### src/rtl/core/wawc_pkg.sv
// Shared constants, controller states and command/status types for the anagram window counter.
`timescale 1ns / 1ps
`default_nettype none
package wawc_pkg;

	localparam int MAX_PATTERN = 128;
	localparam int ALPHABET    = 26;
	localparam int WILDCARD    = ALPHABET;
	localparam int NSYM        = ALPHABET + 1;

	localparam int SYM_W   = 5;
	localparam int CNT_W   = 8;
	localparam int LEN_W   = 8;
	localparam int MATCH_W = 16;
	localparam int RING_AW = $clog2(MAX_PATTERN);
	localparam int IDX_W   = $clog2(NSYM);
	localparam int DEF_W   = $clog2(ALPHABET * ((1 << CNT_W) - 1) + 1);

	localparam int TDATA_W = 8;
	localparam int TUSER_W = 2;
	localparam int OUT_W   = 16;

	// tuser bit positions
	localparam int TUSER_KIND  = 0;
	localparam int TUSER_FIRST = 1;

	localparam logic KIND_PATTERN = 1'b0;
	localparam logic KIND_TEXT    = 1'b1;

	localparam logic [CNT_W-1:0]   CNT_MAX   = '1;
	localparam logic [MATCH_W-1:0] MATCH_MAX = '1;
	localparam logic [LEN_W:0]     RING_MAX  = (LEN_W + 1)'(MAX_PATTERN);

	typedef enum logic [3:0] {
		S_IDLE,
		S_DISPATCH,
		S_PINC,
		S_PRST,
		S_ENTER,
		S_DEC,
		S_INS,
		S_CHK,
		S_WALK,
		S_CMP,
		S_LAST
	} state_t;

	typedef struct packed {
		logic load_item;
		logic clr_pat;
		logic inc_pat;
		logic restart;
		logic count_match;
		logic ring_rd;
		logic dec_old;
		logic fill_inc;
		logic insert;
		logic walk_clr;
		logic walk_step;
		logic load_out;
	} cmd_t;

	typedef struct packed {
		logic kind;
		logic first;
		logic last;
		logic sym_valid;
		logic plen_full;
		logic len_zero;
		logic fill_ge_len;
		logic fill_eq_len;
		logic walk_last;
		logic match_ok;
		logic out_free;
	} sts_t;

endpackage
`default_nettype wire

### src/rtl/core/wawc_dp.sv
// Datapath: symbol counters, window ring memory, deficit walk and result register.
`timescale 1ns / 1ps
`default_nettype none
module wawc_dp
	import wawc_pkg::*;
(
	input  wire logic               clk,
	input  wire logic               arst_n,
	input  wire logic [TDATA_W-1:0] s_tdata,
	input  wire logic [TUSER_W-1:0] s_tuser,
	input  wire logic               s_tlast,
	input  wire logic               m_tready,
	output logic                    m_tvalid,
	output logic [OUT_W-1:0]        m_tdata,
	input  wire cmd_t               cmd,
	output sts_t                    sts
);

	logic               kind_q;
	logic               first_q;
	logic               last_q;
	logic [SYM_W-1:0]   sym_q;

	logic [CNT_W-1:0]   pcnt_q [NSYM];
	logic [CNT_W-1:0]   wcnt_q [NSYM];
	logic [LEN_W-1:0]   plen_q;
	logic [LEN_W-1:0]   fill_q;
	logic [RING_AW-1:0] pos_q;
	logic [MATCH_W-1:0] match_q;
	logic [IDX_W-1:0]   walk_idx_q;
	logic [DEF_W-1:0]   def_q;

	logic [SYM_W-1:0]   ring_q [MAX_PATTERN];
	logic [SYM_W-1:0]   ring_rd_q;

	logic               out_vld_q;
	logic [OUT_W-1:0]   out_q;

	logic [LEN_W:0]     rd_sum;
	logic [RING_AW-1:0] rd_idx;
	logic [RING_AW-1:0] pos_nxt;
	logic [CNT_W-1:0]   walk_p;
	logic [CNT_W-1:0]   walk_w;
	logic [CNT_W-1:0]   walk_diff;

	// oldest window entry: (pos - len) mod depth
	always_comb begin
		rd_sum = {1'b0, LEN_W'(pos_q)} + RING_MAX - {1'b0, plen_q};
		if (rd_sum >= RING_MAX)
			rd_sum = rd_sum - RING_MAX;
		rd_idx = rd_sum[RING_AW-1:0];
	end

	assign pos_nxt = (pos_q == RING_AW'(MAX_PATTERN - 1)) ? '0 : pos_q + 1'b1;

	assign walk_p    = pcnt_q[walk_idx_q];
	assign walk_w    = wcnt_q[walk_idx_q];
	assign walk_diff = (walk_p > walk_w) ? walk_p - walk_w : '0;

	// payload capture
	always_ff @(posedge clk) begin
		if (cmd.load_item) begin
			kind_q  <= s_tuser[TUSER_KIND];
			first_q <= s_tuser[TUSER_FIRST];
			last_q  <= s_tlast;
			sym_q   <= s_tdata[SYM_W-1:0];
		end
		if (cmd.load_out)
			out_q <= OUT_W'(match_q);
	end

	// window ring: one write port, one registered read port
	always_ff @(posedge clk) begin
		if (cmd.insert)
			ring_q[pos_q] <= sym_q;
		if (cmd.ring_rd)
			ring_rd_q <= ring_q[rd_idx];
	end

	always_ff @(posedge clk or negedge arst_n) begin
		if (!arst_n) begin
			pcnt_q     <= '{default: '0};
			wcnt_q     <= '{default: '0};
			plen_q     <= '0;
			fill_q     <= '0;
			pos_q      <= '0;
			match_q    <= '0;
			walk_idx_q <= '0;
			def_q      <= '0;
			out_vld_q  <= 1'b0;
		end else begin
			if (cmd.clr_pat) begin
				pcnt_q <= '{default: '0};
				plen_q <= '0;
			end
			if (cmd.inc_pat) begin
				if (pcnt_q[sym_q] != CNT_MAX)
					pcnt_q[sym_q] <= pcnt_q[sym_q] + 1'b1;
				plen_q <= plen_q + 1'b1;
			end
			if (cmd.restart) begin
				wcnt_q  <= '{default: '0};
				fill_q  <= '0;
				pos_q   <= '0;
				// empty pattern credits the empty window
				match_q <= (plen_q == '0) ? MATCH_W'(1) : '0;
			end
			if (cmd.count_match && match_q != MATCH_MAX)
				match_q <= match_q + 1'b1;
			if (cmd.dec_old) begin
				if (ring_rd_q < SYM_W'(NSYM) && wcnt_q[ring_rd_q] != '0)
					wcnt_q[ring_rd_q] <= wcnt_q[ring_rd_q] - 1'b1;
				fill_q <= plen_q;
			end
			if (cmd.fill_inc)
				fill_q <= fill_q + 1'b1;
			if (cmd.insert) begin
				if (wcnt_q[sym_q] != CNT_MAX)
					wcnt_q[sym_q] <= wcnt_q[sym_q] + 1'b1;
				pos_q <= pos_nxt;
			end
			if (cmd.walk_clr) begin
				walk_idx_q <= '0;
				def_q      <= '0;
			end
			if (cmd.walk_step) begin
				walk_idx_q <= walk_idx_q + 1'b1;
				def_q      <= def_q + DEF_W'(walk_diff);
			end
			if (cmd.load_out)
				out_vld_q <= 1'b1;
			else if (m_tready)
				out_vld_q <= 1'b0;
		end
	end

	assign m_tvalid = out_vld_q;
	assign m_tdata  = out_q;

	always_comb begin
		sts.kind        = kind_q;
		sts.first       = first_q;
		sts.last        = last_q;
		sts.sym_valid   = sym_q < SYM_W'(NSYM);
		sts.plen_full   = plen_q == LEN_W'(MAX_PATTERN);
		sts.len_zero    = plen_q == '0;
		sts.fill_ge_len = fill_q >= plen_q;
		sts.fill_eq_len = fill_q == plen_q;
		sts.walk_last   = walk_idx_q == IDX_W'(ALPHABET - 1);
		sts.match_ok    = DEF_W'(wcnt_q[WILDCARD]) >= def_q;
		sts.out_free    = !out_vld_q || m_tready;
	end

endmodule
`default_nettype wire

### src/rtl/core/wawc_ctrl.sv
// Controller: sequences pattern loads, window slides and the deficit walk.
`timescale 1ns / 1ps
`default_nettype none
module wawc_ctrl
	import wawc_pkg::*;
(
	input  wire logic clk,
	input  wire logic arst_n,
	input  wire logic s_tvalid,
	output logic      s_tready,
	input  wire sts_t sts,
	output cmd_t      cmd
);

	state_t state_q;
	state_t state_nxt;

	always_ff @(posedge clk or negedge arst_n) begin
		if (!arst_n)
			state_q <= S_IDLE;
		else
			state_q <= state_nxt;
	end

	always_comb begin
		state_nxt = state_q;
		cmd       = '0;
		s_tready  = 1'b0;
		case (state_q)
			S_IDLE: begin
				s_tready = 1'b1;
				if (s_tvalid) begin
					cmd.load_item = 1'b1;
					state_nxt     = S_DISPATCH;
				end
			end
			S_DISPATCH: begin
				if (sts.kind == KIND_PATTERN) begin
					cmd.clr_pat = sts.first;
					state_nxt   = S_PINC;
				end else begin
					cmd.restart = sts.first;
					state_nxt   = S_ENTER;
				end
			end
			S_PINC: begin
				cmd.inc_pat = sts.sym_valid && !sts.plen_full;
				state_nxt   = S_PRST;
			end
			S_PRST: begin
				cmd.restart = 1'b1;
				state_nxt   = S_IDLE;
			end
			S_ENTER: begin
				if (!sts.sym_valid) begin
					state_nxt = S_LAST;
				end else if (sts.len_zero) begin
					cmd.count_match = 1'b1;
					state_nxt       = S_LAST;
				end else if (sts.fill_ge_len) begin
					cmd.ring_rd = 1'b1;
					state_nxt   = S_DEC;
				end else begin
					cmd.fill_inc = 1'b1;
					state_nxt    = S_INS;
				end
			end
			S_DEC: begin
				cmd.dec_old = 1'b1;
				state_nxt   = S_INS;
			end
			S_INS: begin
				cmd.insert = 1'b1;
				state_nxt  = S_CHK;
			end
			S_CHK: begin
				if (sts.fill_eq_len) begin
					cmd.walk_clr = 1'b1;
					state_nxt    = S_WALK;
				end else begin
					state_nxt = S_LAST;
				end
			end
			S_WALK: begin
				cmd.walk_step = 1'b1;
				if (sts.walk_last)
					state_nxt = S_CMP;
			end
			S_CMP: begin
				cmd.count_match = sts.match_ok;
				state_nxt       = S_LAST;
			end
			S_LAST: begin
				if (!sts.last) begin
					state_nxt = S_IDLE;
				end else if (sts.out_free) begin
					cmd.load_out = 1'b1;
					state_nxt    = S_IDLE;
				end
			end
			default: begin
				state_nxt = S_IDLE;
			end
		endcase
	end

endmodule
`default_nettype wire

### src/rtl/core/wildcard_anagram_window_counter.sv
// Top level: counts text windows that are wildcard anagrams of a loaded pattern.
//
// Input beats (s_*) carry one symbol: tuser[0] = kind (0 pattern, 1 text),
// tuser[1] = first (starts a new string, clearing its counts), tlast = last
// text symbol. A pattern beat also restarts the text window.
// Each text beat with tlast set yields one output beat: m_tdata = number of
// full windows whose letter deficit is covered by their wildcard count,
// saturating at 65535.
// One beat at a time. After DISPATCH a pattern beat runs PINC and PRST; a text
// beat runs ENTER and LAST for an empty pattern or an invalid symbol, adds INS
// and CHK while the window fills, adds WALK and CMP when it completes the window
// and DEC when it slides a full one: the controller walks the 26 letter counters
// one per cycle through a single read port to sum the deficit, and the slide
// costs a registered ring memory read. A result is registered in S_LAST and
// shows on m_tvalid. The next input beat is accepted while the result waits; a
// new result only stalls the input while the previous one is unconsumed. Reset
// clears all counts, the pattern length and the result; the ring memory needs no
// clearing since only entries written since the text restart are read.
`timescale 1ns / 1ps
`default_nettype none
module wildcard_anagram_window_counter
	import wawc_pkg::*;
(
	input  wire logic               clk,
	input  wire logic               arst_n,
	input  wire logic               s_tvalid,
	output logic                    s_tready,
	input  wire logic [TDATA_W-1:0] s_tdata,  // [4:0] symbol, [7:5] zero
	input  wire logic [TUSER_W-1:0] s_tuser,  // [0] kind, [1] first
	input  wire logic               s_tlast,
	output logic                    m_tvalid,
	input  wire logic               m_tready,
	output logic [OUT_W-1:0]        m_tdata   // [15:0] match_count
);

	cmd_t cmd;
	sts_t sts;

	wawc_ctrl u_ctrl (
		.clk      (clk),
		.arst_n   (arst_n),
		.s_tvalid (s_tvalid),
		.s_tready (s_tready),
		.sts      (sts),
		.cmd      (cmd)
	);

	wawc_dp u_dp (
		.clk      (clk),
		.arst_n   (arst_n),
		.s_tdata  (s_tdata),
		.s_tuser  (s_tuser),
		.s_tlast  (s_tlast),
		.m_tready (m_tready),
		.m_tvalid (m_tvalid),
		.m_tdata  (m_tdata),
		.cmd      (cmd),
		.sts      (sts)
	);

`ifndef SYNTHESIS
	// one beat in flight: the port closes right after a beat is taken
	a_one_beat: assert property (@(posedge clk) disable iff (!arst_n)
		(s_tvalid && s_tready) |=> !s_tready)
		else $error("input accepted while a beat is in flight");

	// a result never overwrites an unconsumed one
	a_out_free: assert property (@(posedge clk) disable iff (!arst_n)
		cmd.load_out |-> sts.out_free)
		else $error("result loaded over a pending beat");

	// text restart and match credit are separate steps
	a_restart_count: assert property (@(posedge clk) disable iff (!arst_n)
		!(cmd.restart && cmd.count_match))
		else $error("restart and match count in the same cycle");

	// the deficit walk runs only over letter counters after a clear
	a_walk_seq: assert property (@(posedge clk) disable iff (!arst_n)
		cmd.walk_clr |=> cmd.walk_step)
		else $error("walk did not start after clear");
`endif

endmodule
`default_nettype wire
### config.mk
export PLATFORM = sky130hd
export DESIGN_NAME = wildcard_anagram_window_counter
export DESIGN_NICKNAME = d
export VERILOG_FILES = /design/src/rtl/core/wawc_pkg.sv /design/src/rtl/core/wawc_dp.sv /design/src/rtl/core/wawc_ctrl.sv /design/src/rtl/core/wildcard_anagram_window_counter.sv
export SDC_FILE = /design/constraint.sdc
export NUM_CORES = 2
export LEC_CHECK = 0
export BUFFER_PORTS_ARGS = -buffer_cell sky130_fd_sc_hd__buf_4
export CAP_MARGIN = 20
export CORE_UTILIZATION = 40
export CTS_BUF_LIST = sky130_fd_sc_hd__clkbuf_4 sky130_fd_sc_hd__clkbuf_8
export CTS_CLUSTER_DIAMETER = 120
export DETAILED_ROUTE_END_ITERATION = 8
export PLACE_DENSITY = 0.53
export SKIP_CTS_REPAIR_TIMING = 1
export SLEW_MARGIN = 20
export SYNTH_ARGS = -nofsm -noshare
export SYNTH_HDL_FRONTEND = slang
export SYNTH_SLANG_ARGS = --single-unit
### constraint.sdc
create_clock -name clk -period 9.7 [get_ports clk]
set_clock_uncertainty 0.2 [all_clocks]
set_input_delay 0.485 -clock clk [delete_from_list [all_inputs] [get_ports clk]]
set_output_delay 0.485 -clock clk [all_outputs]
set_load 0.01 [all_outputs]
After elaboration in Yosys (flattened, before gate mapping)
Memories as Yosys holds them, arrays and structs flattened. A register that Yosys moved wholly into a read port is not among the register bits.
Cells that the tools add are included.
Word-level totals
  memories kept: 1
  bits in writable memories: 640
  register bits after elaboration: 518
  input port bits: 15
  word-level logic and storage cells: 220
  output and inout bits: 18
Memories
  u_dp.ring_q: depth 128, width 5, read ports 1, clocked after memory_dff 1, wr ports 1, RTL line wawc_dp.sv:33  | logic [SYM_W-1:0] ring_q [MAX_PATTERN];
Operators by class
  eq/ne operators: 20
  bitwise operators: 3
  reduce and logical (&&, ||, !) cells: 18
  magnitude comparators: 11
  mux-type cells: 87
  $add $sub $neg: 13
Operator list (count)
  $mux W216: 8
  $bwmux W216: 3
  $bmux W8 S5: 5
  $mux W8: 18
  $demux W8 S5: 2
  $pmux W4 S10: 1
  $add A8 B1 Y8 const B: 4
  $mux W16: 2
  $mux W1: 28
  $mux W7: 4
  $mux W13: 2
  $mux W4: 6
  $ge A6 B6 Y1 const B: 3
  $not A5 Y6: 3
  $add A16 B1 Y16 const B: 1
  $eq A4 B3 Y1 const B: 4
  $ne A16 B16 Y1 const B: 1
  $ne A8 B8 Y1 const B: 2
  $add A13 B8 Y13: 1
  $ge A8 B13 Y1: 1
  $eq A4 B4 Y1 const B: 3
  $lt A6 B1 Y1 const B: 2
  $lt A5 B5 Y1 const B: 2
  $mux W5: 2
  other kinds (30): 44

Longest topological paths before layout
  depth in word-level cells: 11
  depth in mapped cells: 32
  depth with buffers taken out: 28

Modules after synthesis
A second synthesis with hierarchy kept.
Unflattened totals
  cell total of the unflattened synthesis: 4418
  area total of the unflattened synthesis: 61231.2 um2
By module, submodules not included
  wawc_dp: area each 60747.0 um2, instances 1, cells an instance 4356, seq. area each 32351.0 um2
  wawc_ctrl: area each 484.2 um2, instances 1, cells an instance 62, seq. area each 100.1 um2

Worst setup path after synthesis
Ideal clock, no wire load.
  kind: register -> register
  start: reg u_dp.walk_idx_q[0]
  end: reg u_dp.def_q[11]
  path slack: 2.964 ns
  required time: 9.371 ns
  cell stages (with the launch flop): 32
  arrival: 6.407 ns
  library setup time: 0.129 ns
  clock period less this slack: 6.736 ns
  path buffers: 5
  path through: dfrtp_1 > clkbuf_1 > buf_1 > clkbuf_1 > clkbuf_1 > buf_1 > nor2_1 > a21oi_1 > o22ai_1 > mux2i_1 > ha_1 > inv_1 > fa_1 > a21o_1 > a21o_1 > a21o_1 > a21oi_1 > nor2b_1 > o21a_1 > o22ai_1 > inv_1 > and2_1 > ha_1 > a21o_1 > a21oi_1 > o21ai_0 > a21oi_1 > o21ai_0 > a21o_1 > a21oi_1 > or4_1 > nand3_1
On the way
  cells in the longest elaborated chain, start to end: 8
  elaborated cells between the ends (all ways): 12
  classes of those cells: add/sub: 2; order compare: 1; mux: 8; bitwise: 1
Ends and longest elaborated chain
  from (decl): RTL line wawc_dp.sv:30  | logic [IDX_W-1:0] walk_idx_q;
  from (signal assigned): RTL line wawc_dp.sv:127  | walk_idx_q <= walk_idx_q + 1'b1;
  $not A5 Y6 (implied by the code) *: RTL line wawc_dp.sv:56, wawc_dp.sv:57
  $bmux W8 S5 (on tied branches): RTL line wawc_dp.sv:56, wawc_dp.sv:57
  $mux W8 (on tied branches) (2 in a row): RTL line wawc_dp.sv:56, wawc_dp.sv:57
  $sub A8 B8 Y8 / $gt A8 B8 Y1 (equally long branches): RTL line wawc_dp.sv:58  | assign walk_diff = (walk_p > walk_w) ? walk_p - walk_w : '0;
  $mux W8 *: RTL line wawc_dp.sv:58
  $add A13 B8 Y13 *: RTL line wawc_dp.sv:128  | def_q <= def_q + DEF_W'(walk_diff);
  $mux W13 *: RTL line wawc_dp.sv:126  | if (cmd.walk_step) begin
  to (signal assigned): RTL line wawc_dp.sv:128
  to (decl): RTL line wawc_dp.sv:31  | logic [DEF_W-1:0] def_q;
Mark *: on every way between the ends. The rest lies on a longest branch, timed or not. The select of a mux whose other input is x is not followed.
A chain may end at the register's enable or synchronous reset.

Worst setup path after layout
  start: reg u_dp.walk_idx_q[0]
  end: reg u_dp.def_q[12]
Same word-level chain as after synthesis.

==> flow_metrics.env <==
export IMPL_path_max_fanout=40
export IMPL_relSlewSlack_pct=12.6
export IMPL_clk_latency_ns=0.96
export IMPL_cp_end_kind="register"
export IMPL_fin_util_pct=44.7
export IMPL_tightestPinTransition_ns=1.31
export IMPL_holdPathStages=2
export IMPL_antenna_left=0
export IMPL_worst_hold_path_endpoint="u_dp.sym_q[2]"
export IMPL_internal_power_w=0.0111
export IMPL_cts_max_level=4
export IMPL_via_per_inst=6.13
export IMPL_initial_core_util_pct=40.4
export IMPL_rows=141
export IMPL_drt_pass1_iterations=5
export IMPL_io_buffers=29
export IMPL_cts_sinks=1163
export IMPL_place_gp_congestion=0.981
export IMPL_grt_pass1_wl_um=280000
export IMPL_r2r_end="u_dp.def_q[12]"
export IMPL_synth_warning_count=0
export IMPL_start_kind="register"
export IMPL_avgSynthCellArea_um2=13.1
export IMPL_die_width_um=389
export IMPL_power_w=0.0179
export IMPL_syn_area_um2=59900
export IMPL_run_status="completed"
export IMPL_leakagePower_nw=24.7
export IMPL_ys_ff_latch=1163
export IMPL_wl_per_cell_um=28.7
export IMPL_hold_start="s_tdata[2]"
export IMPL_finalSetupTns_ns=0
export IMPL_ff2ff_path_depth=27
export IMPL_dieArea_um2=151000
export IMPL_cp_arrival_ns=7.87
export IMPL_timing_rr_start="u_dp.walk_idx_q[0]"
export IMPL_comb_power_share_pct=40.6
export IMPL_placed_cell_area_um2=61800
export IMPL_critPathKind="reg -> reg"
export IMPL_core_um2=148000
export IMPL_rrSetupSlack_ns=2.41
export IMPL_drt_iter0_markers=4231
export IMPL_swShare_pct=38.0
export IMPL_synth_ff_type="edfxtp_1"
export IMPL_powerDensity_nw_per_um2=271
export IMPL_slew_viol_final=0
export IMPL_finalCritPeriodShare_pct=75.2
export IMPL_setup_violations=0
export IMPL_synth_nets=4656
export IMPL_layout_drive_gt1_share_pct=21.9
export IMPL_chipHeight_um=389
export IMPL_seq_power_share_pct=33.4
export IMPL_grt_max_degree=217
export IMPL_numCtsBuffers=204
export IMPL_post_place_ws_ns=2.50
export IMPL_syn_inst=4589
export IMPL_yosysUniqueCellTypes=103
export IMPL_antenna_found_initial=4
export IMPL_dp_hpwl_um=120000
export IMPL_finalWorstSetupSlack_ns=2.41
export IMPL_vias=40667
export IMPL_clock_fmax_mhz=137
export IMPL_totalWireLength_um=191000
export IMPL_clockBufferDepth=3
export IMPL_async_flop_share_pct=42.5
export IMPL_clockRootBuffer="clkbuf_8"
export IMPL_maxCapViolations=0
export IMPL_grt_pass1_vias=39793
export IMPL_fin_nets=4607
export IMPL_irDropWorstVdd_mv=0.417
export IMPL_overflow=0
export IMPL_grt_setup_unrepaired="false"
export IMPL_grt_total_usage_pct=25.1
export IMPL_postLayoutCellArea_um2=66200
export IMPL_cp_required_ns=10.28
export IMPL_yosysSeqAreaShare_pct=54.1
export IMPL_p_clk_share_pct=26.0
export IMPL_pin_count=33
export IMPL_synth_edf_count=669
export IMPL_remaining_drc_errors=0
export IMPL_final_min_clock_period_ns=7.29
export IMPL_area_growth_pct=10.4
export IMPL_cts_clk_slew_worst_paths_ns=0.06
export IMPL_tritoncts="built"
export IMPL_hold_viol=0
export IMPL_hold_class="in -> reg"
export IMPL_switching_power_w=0.00680
critical path: stages, from the launching register on:
cell and delay (ns):
dfrtp_4 0.96, buf_12 0.37, mux4_2 0.63, mux4_2 0.61
mux2_2 0.30, ha_1 0.19, inv_1 0.09, fa_1 0.22
a21o_1 0.12, a21o_1 0.15, a21o_1 0.13, a21oi_1 0.08
nor2b_1 0.16, o21a_1 0.13, o22ai_1 0.20, nor2_1 0.19
ha_1 0.20, inv_1 0.06, fa_1 0.42, nor2b_1 0.12
o21ai_0 0.10, a21boi_0 0.27, o21ai_0 0.14, a21boi_0 0.28
o21ai_0 0.13, a21oi_1 0.29, nand3_1 0.15, mux2i_1 0.14
power groups by stage:
stage               logic [W]  clock network, W  registers, W
finish                0.00728           0.00465       0.00598
global route          0.00765           0.00495       0.00601
CTS                   0.00728           0.00476       0.00597
detailed placement    0.00727                 0       0.00606
global placement      0.00724                 0       0.00605
floorplan             0.00493                 0       0.00594
placed cells by master, fill, tap and decap left out, types with 10 or more instances in the layout:
cell / count
buf_12: 12
clkbuf_4: 60
buf_4: 108
xnor2_2: 14
edfxtp_1: 669
o21ai_0: 255
a21o_1: 31
a21oi_1: 177
nand2b_1: 29
o21a_1: 11
o211ai_1: 30
nor2_1: 388
inv_1: 40
dfrtp_1: 490
a22oi_1: 16
and3_1: 83
nor2b_1: 41
o21ai_1: 19
nand4_1: 26
nor3_1: 62
nor4_1: 10
a31oi_1: 52
a21boi_0: 14
o31ai_1: 12
a211oi_1: 46
clkinv_2: 30
dlygate4sd3_1: 11
nand2_1: 291
ha_1: 48
mux2_2: 60
clkbuf_8: 224
nand3_1: 270
o22ai_1: 43
o221ai_1: 10
mux2i_1: 323
xnor2_1: 10
mux4_2: 409
o32ai_1: 11
clkinv_1: 35
synth_stat cells (all sizes together) (13+ instances only):
cell type / instances / area, um^2
a21oi: 180 / 908
a21boi: 14 / 105
xor2: 13 / 121
nor2b: 45 / 282
dfrtp: 494 / 12400
ha: 49 / 613
o211ai: 34 / 275
and3: 83 / 519
mux4: 409 / 9210
nand2: 295 / 1110
nand2b: 29 / 181
nor2: 389 / 1460
nand4: 29 / 200
nand3: 277 / 1420
a211oi: 53 / 428
edfxtp: 669 / 20100
mux2i: 323 / 3230
o21ai: 283 / 1450
buf: 161 / 990
a21o: 31 / 233
mux2: 60 / 676
nor3: 65 / 337
clkbuf: 228 / 857
o22ai: 43 / 269
o221ai: 13 / 133
a22oi: 21 / 183
inv: 42 / 158
xnor2: 26 / 258
a31oi: 53 / 332
worst max path at each step:
stage	from	endpoint	cells after the start	slack (ns)
floorplan	u_dp.walk_idx_q[0]	u_dp.def_q[11]	31	2.96
global placement	u_dp.walk_idx_q[0]	u_dp.def_q[12]	27	2.55
detailed placement	u_dp.walk_idx_q[0]	u_dp.def_q[12]	27	2.50
CTS	u_dp.walk_idx_q[0]	u_dp.def_q[12]	27	2.45
global route	u_dp.walk_idx_q[0]	u_dp.def_q[12]	27	1.95
finish	u_dp.walk_idx_q[0]	u_dp.def_q[12]	27	2.41
layout make-up:
cell class / count / area [um^2]
antenna: 3 / 7.51
clock buffer: 284 / 3530
clock inverter: 83 / 642
fill: 13387 / 82000
inverter: 43 / 161
multi-input combinational: 2994 / 25700
sequential: 1163 / 32500
tap: 1930 / 2410
timing repair buffer: 134 / 1220
cell families after synthesis:
group / Yosys count / synth area share [%]
AO/OA/AOI/OAI: 824 / 8.69
XOR/XNOR: 39 / 0.633
flip-flops: 1163 / 54.1
AND/OR/NAND/NOR: 1287 / 10.2
multiplexers: 792 / 21.9
buffers and inverters: 432 / 3.35
adder cells (fa/ha/maj): 52 / 1.12
per-stage QoR:
step,hold slack [ns],instances
after floorplan,-0.0106,4589
after global placement,0.271,6251
after detailed placement,0.266,6251
after CTS,-0.616,6618
after global routing,0.0289,6634
final,0.0694,6634
state kept, by name (all words and copies together), names as in the netlist:
register         count
u_dp.pcnt_q        216
u_dp.m_tdata        16
u_dp.match_q        16
u_dp.first_q         1
u_dp.def_q          13
u_dp.pos_q           7
u_ctrl.state_q       4
u_dp.fill_q          8
u_dp.walk_idx_q      5
u_dp.last_q          1
u_dp.wcnt_q        216
u_dp.kind_q          1
u_dp.sym_q           5
u_dp.plen_q          8
u_dp.m_tvalid        1
u_dp.ring_rd_q       5
u_dp.ring_q        640
per-layer routing:
layer  routed length (um)  global-route usage, %  vias up  share of wire (%)
li1                     -                      -    17640                  -
met1                82500                   35.7    20910                 43
met2                85100                   37.2     1725                 45
met3                14400                   5.17      392                7.5
met4                 8690                   11.2        0                4.6
met5                    0                      0        -                  0
No activity file was read; power rests on OpenSTA's default activity.
